### src/rtl/ppr_pkg.sv
// Shared types, constants and helpers for the packet period recovery tick.
// No dependencies; every other file of the block imports this package.
`default_nettype none

package ppr_pkg;

  localparam int unsigned EMA_SHIFT         = 6;
  localparam int unsigned PHASE_DIVISOR     = 4;
  localparam int unsigned INITIAL_PERIOD_US = 1000;

  localparam int unsigned TIME_W = 64;
  localparam int unsigned ACC_W  = 32;
  localparam int unsigned PER_W  = 26;
  localparam int unsigned GAP_W  = 16;
  localparam int unsigned DIVR_W = GAP_W - 1;   // positive gaps only
  localparam int unsigned CNT_W  = $clog2(ACC_W);

  localparam logic [ACC_W-1:0] ACC_INIT   = ACC_W'(INITIAL_PERIOD_US << EMA_SHIFT);
  localparam logic [PER_W-1:0] PERIOD_MAX = {PER_W{1'b1}};

  typedef enum logic {
    REQ_PACKET = 1'b0,
    REQ_TIME   = 1'b1
  } req_type_t;

  // Controller to datapath
  typedef struct packed {
    logic load;       // latch an accepted word, preload the divider
    logic div_step;   // one restoring divide step
    logic ema_upd;    // fold the quotient into the average
    logic commit;     // update state, load the result register
  } ppr_cmd_t;

  // Datapath to controller
  typedef struct packed {
    logic div_need;   // packet with a prior arrival and a positive gap
    logic div_last;   // final divide step is in progress
  } ppr_sts_t;

  // Integer period from the scaled accumulator, kept in 1..PERIOD_MAX.
  function automatic logic [PER_W-1:0] cur_period(input logic [ACC_W-1:0] acc);
    logic [ACC_W-1:0] sh;
    sh = acc >> EMA_SHIFT;
    if (sh == '0) begin
      cur_period = PER_W'(1);
    end else if (sh > ACC_W'(PERIOD_MAX)) begin
      cur_period = PERIOD_MAX;
    end else begin
      cur_period = sh[PER_W-1:0];
    end
  endfunction

endpackage

`default_nettype wire

### src/rtl/ppr_if.sv
// Valid/ready channel interfaces for request and result words.
// Depends on ppr_pkg for field widths.
`default_nettype none

interface ppr_in_if;
  import ppr_pkg::*;
  logic                     valid;
  logic                     ready;
  logic                     req_type;
  logic [TIME_W-1:0]        now_us;
  logic signed [GAP_W-1:0]  id_gap;

  modport source (output valid, output req_type, output now_us, output id_gap,
                  input ready);
  modport sink   (input valid, input req_type, input now_us, input id_gap,
                  output ready);
endinterface

interface ppr_out_if;
  import ppr_pkg::*;
  logic              valid;
  logic              ready;
  logic              tick_fire;
  logic [PER_W-1:0]  avg_period;
  logic              period_changed;
  logic [TIME_W-1:0] next_fire_us;

  modport source (output valid, output tick_fire, output avg_period,
                  output period_changed, output next_fire_us, input ready);
  modport sink   (input valid, input tick_fire, input avg_period,
                  input period_changed, input next_fire_us, output ready);
endinterface

`default_nettype wire

### src/rtl/ppr_ctrl.sv
// Sequencing state machine for the packet period recovery tick.
// Depends on ppr_pkg for the command and status structs.
`default_nettype none

module ppr_ctrl (
  input  logic              clk,
  input  logic              rst_n,
  input  logic              in_valid,
  output logic              in_ready,
  input  logic              out_ready,
  output logic              out_valid,
  input  ppr_pkg::ppr_sts_t sts,
  output ppr_pkg::ppr_cmd_t cmd
);
  import ppr_pkg::*;

  typedef enum logic [4:0] {
    S_IDLE = 5'b00001,
    S_CHK  = 5'b00010,
    S_DIV  = 5'b00100,
    S_UPD  = 5'b01000,
    S_FIN  = 5'b10000
  } state_t;

  state_t state_r, state_nxt;
  logic   out_valid_r, out_valid_nxt;
  logic   out_free;

  assign out_free  = !out_valid_r || out_ready;
  assign in_ready  = (state_r == S_IDLE);
  assign out_valid = out_valid_r;

  always_comb begin
    cmd          = '0;
    cmd.load     = (state_r == S_IDLE) && in_valid;
    cmd.div_step = (state_r == S_DIV);
    cmd.ema_upd  = (state_r == S_UPD);
    cmd.commit   = (state_r == S_FIN) && out_free;
  end

  always_comb begin
    state_nxt = state_r;
    case (state_r)
      S_IDLE: if (in_valid) state_nxt = S_CHK;
      S_CHK:  state_nxt = sts.div_need ? S_DIV : S_FIN;
      S_DIV:  if (sts.div_last) state_nxt = S_UPD;
      S_UPD:  state_nxt = S_FIN;
      S_FIN:  if (out_free) state_nxt = S_IDLE;
      default: state_nxt = S_IDLE;
    endcase
  end

  always_comb begin
    out_valid_nxt = out_valid_r;
    if (cmd.commit) begin
      out_valid_nxt = 1'b1;
    end else if (out_ready) begin
      out_valid_nxt = 1'b0;
    end
  end

  always_ff @(posedge clk) begin
    if (!rst_n) begin
      state_r     <= S_IDLE;
      out_valid_r <= 1'b0;
    end else begin
      state_r     <= state_nxt;
      out_valid_r <= out_valid_nxt;
    end
  end

endmodule

`default_nettype wire

### src/rtl/ppr_dp.sv
// Datapath: tracking state, serial interval divider, average and tick timing.
// Depends on ppr_pkg; steered by ppr_ctrl through ppr_cmd_t.
`default_nettype none

module ppr_dp (
  input  logic                        clk,
  input  logic                        rst_n,
  input  ppr_pkg::ppr_cmd_t           cmd,
  output ppr_pkg::ppr_sts_t           sts,
  input  logic                        in_req_type,
  input  logic [ppr_pkg::TIME_W-1:0]  in_now_us,
  input  logic [ppr_pkg::GAP_W-1:0]   in_id_gap,
  output logic                        out_tick_fire,
  output logic [ppr_pkg::PER_W-1:0]   out_avg_period,
  output logic                        out_period_changed,
  output logic [ppr_pkg::TIME_W-1:0]  out_next_fire_us
);
  import ppr_pkg::*;

  // Tracking state
  logic [ACC_W-1:0]  ema_r, ema_nxt;
  logic [PER_W-1:0]  rep_r, rep_nxt;
  logic [TIME_W-1:0] last_r, last_nxt;
  logic              seen_r, seen_nxt;
  logic [TIME_W-1:0] fire_r, fire_nxt;
  logic              armed_r, armed_nxt;

  // Latched request word
  logic              typ_r;
  logic [TIME_W-1:0] now_r;
  logic [DIVR_W-1:0] gap_r;
  logic              gap_ok_r;

  // Divider
  logic [ACC_W-1:0]  quo_r;
  logic [DIVR_W-1:0] rem_r;
  logic [CNT_W-1:0]  cnt_r;
  logic [DIVR_W:0]   rem_sh;
  logic [DIVR_W:0]   rem_diff;
  logic              qbit;

  // Result register
  logic              res_fire_r;
  logic [PER_W-1:0]  res_per_r;
  logic              res_chg_r;
  logic [TIME_W-1:0] res_next_r;

  logic [PER_W-1:0]  period;
  logic [TIME_W-1:0] phase_off;
  logic              fire;
  logic              changed;

  assign sts.div_need = (typ_r == REQ_PACKET) && seen_r && gap_ok_r;
  assign sts.div_last = (cnt_r == {CNT_W{1'b1}});

  // Restoring divide step: shift in the next dividend bit, try the subtract
  assign rem_sh   = {rem_r, quo_r[ACC_W-1]};
  assign rem_diff = rem_sh - {1'b0, gap_r};
  assign qbit     = (rem_sh >= {1'b0, gap_r});

  always_ff @(posedge clk) begin
    if (cmd.load) begin
      typ_r    <= in_req_type;
      now_r    <= in_now_us;
      gap_r    <= in_id_gap[DIVR_W-1:0];
      gap_ok_r <= !in_id_gap[GAP_W-1] && (in_id_gap != '0);
      // interval modulo 2^32
      quo_r    <= in_now_us[ACC_W-1:0] - last_r[ACC_W-1:0];
      rem_r    <= '0;
      cnt_r    <= '0;
    end else if (cmd.div_step) begin
      quo_r <= {quo_r[ACC_W-2:0], qbit};
      rem_r <= qbit ? rem_diff[DIVR_W-1:0] : rem_sh[DIVR_W-1:0];
      cnt_r <= cnt_r + CNT_W'(1);
    end
  end

  assign period    = cur_period(ema_r);
  assign phase_off = {{(TIME_W-PER_W){1'b0}}, period / PER_W'(PHASE_DIVISOR)};

  always_comb begin
    ema_nxt   = ema_r;
    rep_nxt   = rep_r;
    last_nxt  = last_r;
    seen_nxt  = seen_r;
    fire_nxt  = fire_r;
    armed_nxt = armed_r;
    fire      = 1'b0;
    changed   = 1'b0;
    if (cmd.ema_upd) begin
      ema_nxt = ema_r - (ema_r >> EMA_SHIFT) + quo_r;
    end
    if (cmd.commit) begin
      if (typ_r == REQ_PACKET) begin
        last_nxt  = now_r;
        seen_nxt  = 1'b1;
        changed   = (rep_r != period);
        rep_nxt   = period;
        fire_nxt  = now_r + phase_off;
        armed_nxt = 1'b1;
      end else if (!armed_r) begin
        rep_nxt   = period;
        fire_nxt  = now_r + phase_off;
        armed_nxt = 1'b1;
      end else if (now_r >= fire_r) begin
        fire     = 1'b1;
        fire_nxt = fire_r + {{(TIME_W-PER_W){1'b0}}, period};
      end
    end
  end

  always_ff @(posedge clk) begin
    if (!rst_n) begin
      ema_r   <= ACC_INIT;
      rep_r   <= '0;
      last_r  <= '0;
      seen_r  <= 1'b0;
      fire_r  <= '0;
      armed_r <= 1'b0;
    end else begin
      ema_r   <= ema_nxt;
      rep_r   <= rep_nxt;
      last_r  <= last_nxt;
      seen_r  <= seen_nxt;
      fire_r  <= fire_nxt;
      armed_r <= armed_nxt;
    end
  end

  always_ff @(posedge clk) begin
    if (cmd.commit) begin
      res_fire_r <= fire;
      res_per_r  <= period;
      res_chg_r  <= changed;
      res_next_r <= fire_nxt;
    end
  end

  assign out_tick_fire      = res_fire_r;
  assign out_avg_period     = res_per_r;
  assign out_period_changed = res_chg_r;
  assign out_next_fire_us   = res_next_r;

endmodule

`default_nettype wire

### src/rtl/packet_period_recovery_tick.sv
// Top level of the packet period recovery tick.
// Depends on ppr_pkg, ppr_if (channel interfaces), ppr_ctrl and ppr_dp.
`default_nettype none

// Recovers a tick period from packet arrivals and keeps a tick phase-locked
// to them. Each request word is either a packet arrival (arrival time and id
// gap) or a time update, and each gives exactly one result word. A packet
// that follows an earlier packet with a positive id gap folds interval/gap
// into a moving average (alpha 1/64, 32-bit accumulator scaled by 64, wraps);
// the reported period is the average rounded down, at least 1. Every packet
// re-arms the tick at arrival plus a quarter period; a time update fires the
// tick once the armed time is reached and moves it on by one period; if no
// tick is armed yet, it arms one at the update time plus a quarter period. A
// packet that updates the average passes the check, the 32-step restoring
// divider (one quotient bit per cycle), average update and finish steps;
// other words pass only the check and finish steps. The result sits in an
// output register, so the next word is accepted while an earlier result still
// waits to be taken; the finish step holds only if that register is occupied.
module packet_period_recovery_tick (
  input  logic  clk,
  input  logic  rst_n,
  ppr_in_if.sink     in_ch,
  ppr_out_if.source  out_ch
);
  import ppr_pkg::*;

  ppr_cmd_t cmd;
  ppr_sts_t sts;

  // Sequencer: accept, check, divide, update average, finish
  ppr_ctrl u_ctrl (
    .clk       (clk),
    .rst_n     (rst_n),
    .in_valid  (in_ch.valid),
    .in_ready  (in_ch.ready),
    .out_ready (out_ch.ready),
    .out_valid (out_ch.valid),
    .sts       (sts),
    .cmd       (cmd)
  );

  // State, divider, timing arithmetic and result register
  ppr_dp u_dp (
    .clk                (clk),
    .rst_n              (rst_n),
    .cmd                (cmd),
    .sts                (sts),
    .in_req_type        (in_ch.req_type),
    .in_now_us          (in_ch.now_us),
    .in_id_gap          (in_ch.id_gap),
    .out_tick_fire      (out_ch.tick_fire),
    .out_avg_period     (out_ch.avg_period),
    .out_period_changed (out_ch.period_changed),
    .out_next_fire_us   (out_ch.next_fire_us)
  );

endmodule

`default_nettype wire
### src/flat_wrapper.sv
// flat-port wrapper written by rule: the top's interface ports become plain ports
module packet_period_recovery_tick_flat import ppr_pkg::*;
  (clk, rst_n, in_ch_valid, in_ch_req_type, in_ch_now_us, in_ch_id_gap, in_ch_ready, out_ch_valid, out_ch_tick_fire, out_ch_avg_period, out_ch_period_changed, out_ch_next_fire_us, out_ch_ready);
  ppr_in_if in_ch_i ();
  ppr_out_if out_ch_i ();
  input  logic clk;
  input  logic rst_n;
  input wire logic [$bits(in_ch_i.valid)-1:0] in_ch_valid;
  input wire logic [$bits(in_ch_i.req_type)-1:0] in_ch_req_type;
  input wire logic [$bits(in_ch_i.now_us)-1:0] in_ch_now_us;
  input wire logic [$bits(in_ch_i.id_gap)-1:0] in_ch_id_gap;
  output wire logic [$bits(in_ch_i.ready)-1:0] in_ch_ready;
  output wire logic [$bits(out_ch_i.valid)-1:0] out_ch_valid;
  output wire logic [$bits(out_ch_i.tick_fire)-1:0] out_ch_tick_fire;
  output wire logic [$bits(out_ch_i.avg_period)-1:0] out_ch_avg_period;
  output wire logic [$bits(out_ch_i.period_changed)-1:0] out_ch_period_changed;
  output wire logic [$bits(out_ch_i.next_fire_us)-1:0] out_ch_next_fire_us;
  input wire logic [$bits(out_ch_i.ready)-1:0] out_ch_ready;
  assign in_ch_i.valid = in_ch_valid;
  assign in_ch_i.req_type = in_ch_req_type;
  assign in_ch_i.now_us = in_ch_now_us;
  assign in_ch_i.id_gap = in_ch_id_gap;
  assign in_ch_ready = in_ch_i.ready;
  assign out_ch_valid = out_ch_i.valid;
  assign out_ch_tick_fire = out_ch_i.tick_fire;
  assign out_ch_avg_period = out_ch_i.avg_period;
  assign out_ch_period_changed = out_ch_i.period_changed;
  assign out_ch_next_fire_us = out_ch_i.next_fire_us;
  assign out_ch_i.ready = out_ch_ready;
  packet_period_recovery_tick u_core (.clk(clk), .rst_n(rst_n), .in_ch(in_ch_i), .out_ch(out_ch_i));
endmodule
### config.mk
export PLATFORM = sky130hd
export DESIGN_NAME = packet_period_recovery_tick_flat
export DESIGN_NICKNAME = d
export VERILOG_FILES = /design/src/rtl/ppr_pkg.sv /design/src/rtl/ppr_if.sv /design/src/rtl/ppr_ctrl.sv /design/src/rtl/ppr_dp.sv /design/src/rtl/packet_period_recovery_tick.sv /design/src/flat_wrapper.sv
export SDC_FILE = /design/constraint.sdc
export NUM_CORES = 1
export LEC_CHECK = 0
export BUFFER_PORTS_ARGS = -buffer_cell sky130_fd_sc_hd__buf_4
export CORE_ASPECT_RATIO = 1.25
export CORE_MARGIN = 3
export CORE_UTILIZATION = 55
export CTS_BUF_LIST = sky130_fd_sc_hd__clkbuf_8
export DETAILED_ROUTE_END_ITERATION = 10
export GPL_ROUTABILITY_DRIVEN = 0
export GPL_TIMING_DRIVEN = 0
export PLACE_DENSITY = 0.77
export SLEW_MARGIN = 10
export SYNTH_ARGS = -nofsm -noshare
export SYNTH_HDL_FRONTEND = slang
export SYNTH_SLANG_ARGS = --single-unit
### constraint.sdc
create_clock -name clk -period 5.3 [get_ports clk]
set_input_delay 0 -clock clk [delete_from_list [all_inputs] [get_ports clk]]
set_output_delay 0 -clock clk [all_outputs]
set_load 0.03 [all_outputs]
==> metrics <==
outcome=completed; min-delay worst type=in -> reg; share of final-layout standard cells stronger than drive strength 1=11.21%; average detailed-routed wire length per instance=20.90 µm; count of TritonRoute iterations in the first routing pass=8; area after detailed placement=26320 µm²; clock buffers created by TritonCTS=61; largest net degree at the start of global routing=50; maximum level of the CTS H-tree=2; initial antenna violation count=1; CP Data Arrival Time=5770 ps; sequence of cells on the critical path=nor4_2 -> nand4_1 -> o21ai_2 -> ha_1 -> fa_1 -> maj3_1 -> a31o_2 -> nand4_2 -> a41oi_4 -> a41oi_4 -> o21ai_2 -> a21oi_2 -> nor3_4 -> nand2_1 -> o311a_1 -> and2_1; proportion of register bits with asynchronous set or reset after synthesis=0%; kind of cell adding the most delay to the critical path=compound AO/OA/AOI/OAI gates; count of distinct cell types in the synthesized netlist=89; die height=240.4 µm; gate count after technology mapping=2641; final total power=7.882 mW; Via density=6.068; vias in the first global route=21590; Required @ worst endpoint=5870 ps; clock latency at the later pin of the worst-skew pair=690 ps; wire length reported by the detailed router=75060 µm; sum of net half-perimeters after detailed placement=56360 µm; initial standard-cell utilization of the core=55.84%; Seq cells post-synth=387; DIE AREA=46510 µm²; worst setup timing slack at the placement stage=-510.8 ps; number of flops mapped to enable cells by yosys=205; final worst clock skew=28.57 ps; PD cells=276.0 nW/µm²; count of buffering cells on the critical path with inverters included=0; unrepaired setup endpoints after global routing=no; TritonCTS clock tree=built; synth warn=0; master cell of the clock root buffer=sky130_fd_sc_hd__clkbuf_8; first-iteration detailed-routing DRC count=1757; final design instance area without fill=28560 µm²; vias after detailed routing=21790; post-route fraction of the period consumed by the critical path=98.24%; Mapped Area=24170 µm²; final net count=3284; net count after synthesis=2953; measured slew at the worst slew-check pin=1293 ps; maximum buffer depth of the clock tree=3; worst slew slack as a fraction of its limit=13.77%; clock transition at the registers of the reported paths=70 ps; Buffers on Ports=178; max-slew violation count=0; global-route wire length before repair=115100 µm; maximum fanout encountered on the critical timing path=8; CP Launch Type=register; proportion of synthesized chip area in sequential cells=40.54%; I/O pin total=179; Final Hold Slack=32.12 ps; DR DRC count=0; area growth from synthesis to final layout=18.16%; Die W=193.5 µm; endpoint class of the critical path=register; clock sink count=387; GRT Overall Usage=31.34%; leakage=11.62 nW; type of the worst setup path=reg -> reg; Slowest cell on crit path=sky130_fd_sc_hd__nor4_2; row count=85; average footprint of a synthesized cell=9.152 µm²; Max stage delay on crit path=540 ps; placeable core region=43290 µm²; number of setup violations in the final report=0; most instantiated flip-flop cell in the synthesis netlist=sky130_fd_sc_hd__edfxtp_1; total congestion overflow=0; number of nets still failing antenna checks after routing=0; Fmax achieved=192.1 MHz; minimum setup slack in the final design=93.41 ps; number of maximum-capacitance violations=0; Final Hold Fails=0; VDD IR-drop max=0.3164 mV; clock period minus worst slack=5207 ps
[registers in the layout, summed over array words and instances, names as in the netlist]
register                        cells
u_core.u_dp.seen_r                  1
u_core.u_ctrl.state_r               5
u_core.u_dp.gap_ok_r                1
u_core.u_dp.out_period_changed      1
u_core.u_dp.rep_r                  26
u_core.u_dp.now_r                  64
u_core.u_dp.out_tick_fire           1
u_core.u_dp.cnt_r                   5
u_core.u_dp.quo_r                  32
u_core.u_dp.armed_r                 1
u_core.u_dp.out_avg_period         26
u_core.u_ctrl.out_valid             1
u_core.u_dp.gap_r                  15
u_core.u_dp.last_r                 32
u_core.u_dp.out_next_fire_us       64
u_core.u_dp.rem_r                  15
u_core.u_dp.ema_r                  32
u_core.u_dp.fire_r                 64
u_core.u_dp.typ_r                   1
[stage by stage]
stage	instances	util [%]	setup TNS, ps
floorplan	2641	-	0
global placement	3384	60.56	-136820
detailed placement	3388	60.81	-8671
CTS	3589	65.93	0
global route	3590	65.97	0
finish	3591	65.97	0
[area by class of cell]
type,count,area (µm²)
flip-flops and latches,387,9799
diodes,2,5.005
fillers,3385,14730
multi-input cells,1886,13000
repair buffers,268,2300
clock inverters,39,294.0
clock buffers,76,1046
inverters,265,994.7
well taps,565,706.9
plain buffers,103,410.4
[logic make-up after synthesis]
kind of cell,after synthesis,synth area share (%)
flip-flops,387,40.54
AND/OR/NAND/NOR,818,16.15
AO/OA/AOI/OAI,652,17.89
multiplexers,16,0.6626
adder cells (fa/ha/maj),229,12.77
buffers and inverters,368,5.793
XOR/XNOR,171,6.197
[synth_stat cells (30+ instances only)]
library cell               instances  area share (%)
sky130_fd_sc_hd__a21o_1           85             2.6
sky130_fd_sc_hd__a21oi_1         209             4.3
sky130_fd_sc_hd__and2_1           54             1.4
sky130_fd_sc_hd__clkbuf_1         91             1.4
sky130_fd_sc_hd__dfxtp_1         182              15
sky130_fd_sc_hd__edfxtp_1        205              25
sky130_fd_sc_hd__fa_1             30             2.5
sky130_fd_sc_hd__ha_1            197              10
sky130_fd_sc_hd__inv_1           263             4.1
sky130_fd_sc_hd__nand2_1         328             5.1
sky130_fd_sc_hd__nand3_1          56             1.2
sky130_fd_sc_hd__nand4_1          47             1.2
sky130_fd_sc_hd__nor2_1          134             2.1
sky130_fd_sc_hd__nor3_1           51             1.1
sky130_fd_sc_hd__o21ai_0         115             2.4
sky130_fd_sc_hd__xnor2_1         104             3.8
sky130_fd_sc_hd__xor2_1           67             2.4
[layer usage]
| metal | vias to the layer above | GRT usage, % | routed length [µm] |
|---|---|---|---|
| li1 | 10070 | - | - |
| met1 | 10250 | 35.62 | 27290 |
| met2 | 1145 | 55.18 | 36520 |
| met3 | 330 | 5.957 | 6381 |
| met4 | 0 | 18.57 | 4867 |
| met5 | - | 0 | 0 |
[cell usage in the layout (no fill, tap or decap), types with 8 or more instances in the layout]
cell	count
sky130_fd_sc_hd__nand3_1	56
sky130_fd_sc_hd__a21o_1	85
sky130_fd_sc_hd__nand2b_1	26
sky130_fd_sc_hd__a22oi_1	12
sky130_fd_sc_hd__nand4_1	47
sky130_fd_sc_hd__and3_1	21
sky130_fd_sc_hd__xnor2_1	104
sky130_fd_sc_hd__clkinv_2	12
sky130_fd_sc_hd__a21oi_1	209
sky130_fd_sc_hd__a211o_1	11
sky130_fd_sc_hd__ha_1	197
sky130_fd_sc_hd__a31oi_1	18
sky130_fd_sc_hd__dlygate4sd3_1	86
sky130_fd_sc_hd__nor2b_1	19
sky130_fd_sc_hd__and4_1	13
sky130_fd_sc_hd__xor2_1	67
sky130_fd_sc_hd__a211oi_1	19
sky130_fd_sc_hd__mux2i_1	16
sky130_fd_sc_hd__edfxtp_1	205
sky130_fd_sc_hd__nor4_1	25
sky130_fd_sc_hd__and2_1	54
sky130_fd_sc_hd__o211ai_1	10
sky130_fd_sc_hd__buf_4	180
sky130_fd_sc_hd__o21a_1	18
sky130_fd_sc_hd__nor3_1	50
sky130_fd_sc_hd__o21ai_0	114
sky130_fd_sc_hd__clkbuf_1	90
sky130_fd_sc_hd__o21bai_1	13
sky130_fd_sc_hd__inv_1	274
sky130_fd_sc_hd__nor2_1	134
sky130_fd_sc_hd__fa_1	30
sky130_fd_sc_hd__a311oi_1	9
sky130_fd_sc_hd__nand2_1	328
sky130_fd_sc_hd__or3_1	14
sky130_fd_sc_hd__clkbuf_8	76
sky130_fd_sc_hd__o31ai_1	8
sky130_fd_sc_hd__o22ai_1	20
sky130_fd_sc_hd__dfxtp_1	182
[path summary, 6_finish.rpt]
path / cells past startpoint / start / endpoint / slack (ps)
max: 16 / u_core.u_dp.ema_r[7] / u_core.u_dp.fire_r[52] / 90
min: 2 / in_ch_now_us[43] / u_core.u_dp.now_r[43] / 30
max reg2reg: 16 / u_core.u_dp.ema_r[7] / u_core.u_dp.fire_r[52] / 90
min reg2reg: 2 / u_core.u_dp.last_r[19] / u_core.u_dp.last_r[19] / 450
[report_power, final]
| group | switching, mW | internal (mW) |
|---|---|---|
| Clock | 1.27 | 1.50 |
| Sequential | 0.141 | 3.35 |
| Combinational | 0.937 | 0.679 |
| Total | 2.35 | 5.53 |
[repair_timing]
| item | in CTS | in global routing |
|---|---|---|
| setup endpoints to repair | 42 | 8 |
| resized for setup | 4 | 3 |
| pin swaps | 0 | 0 |
| buffers inserted | 0 | 0 |
| endpoints found under the hold margin | 133 | 0 |
| hold buffers | 86 | 0 |
Power figures use the tool's default switching activity.
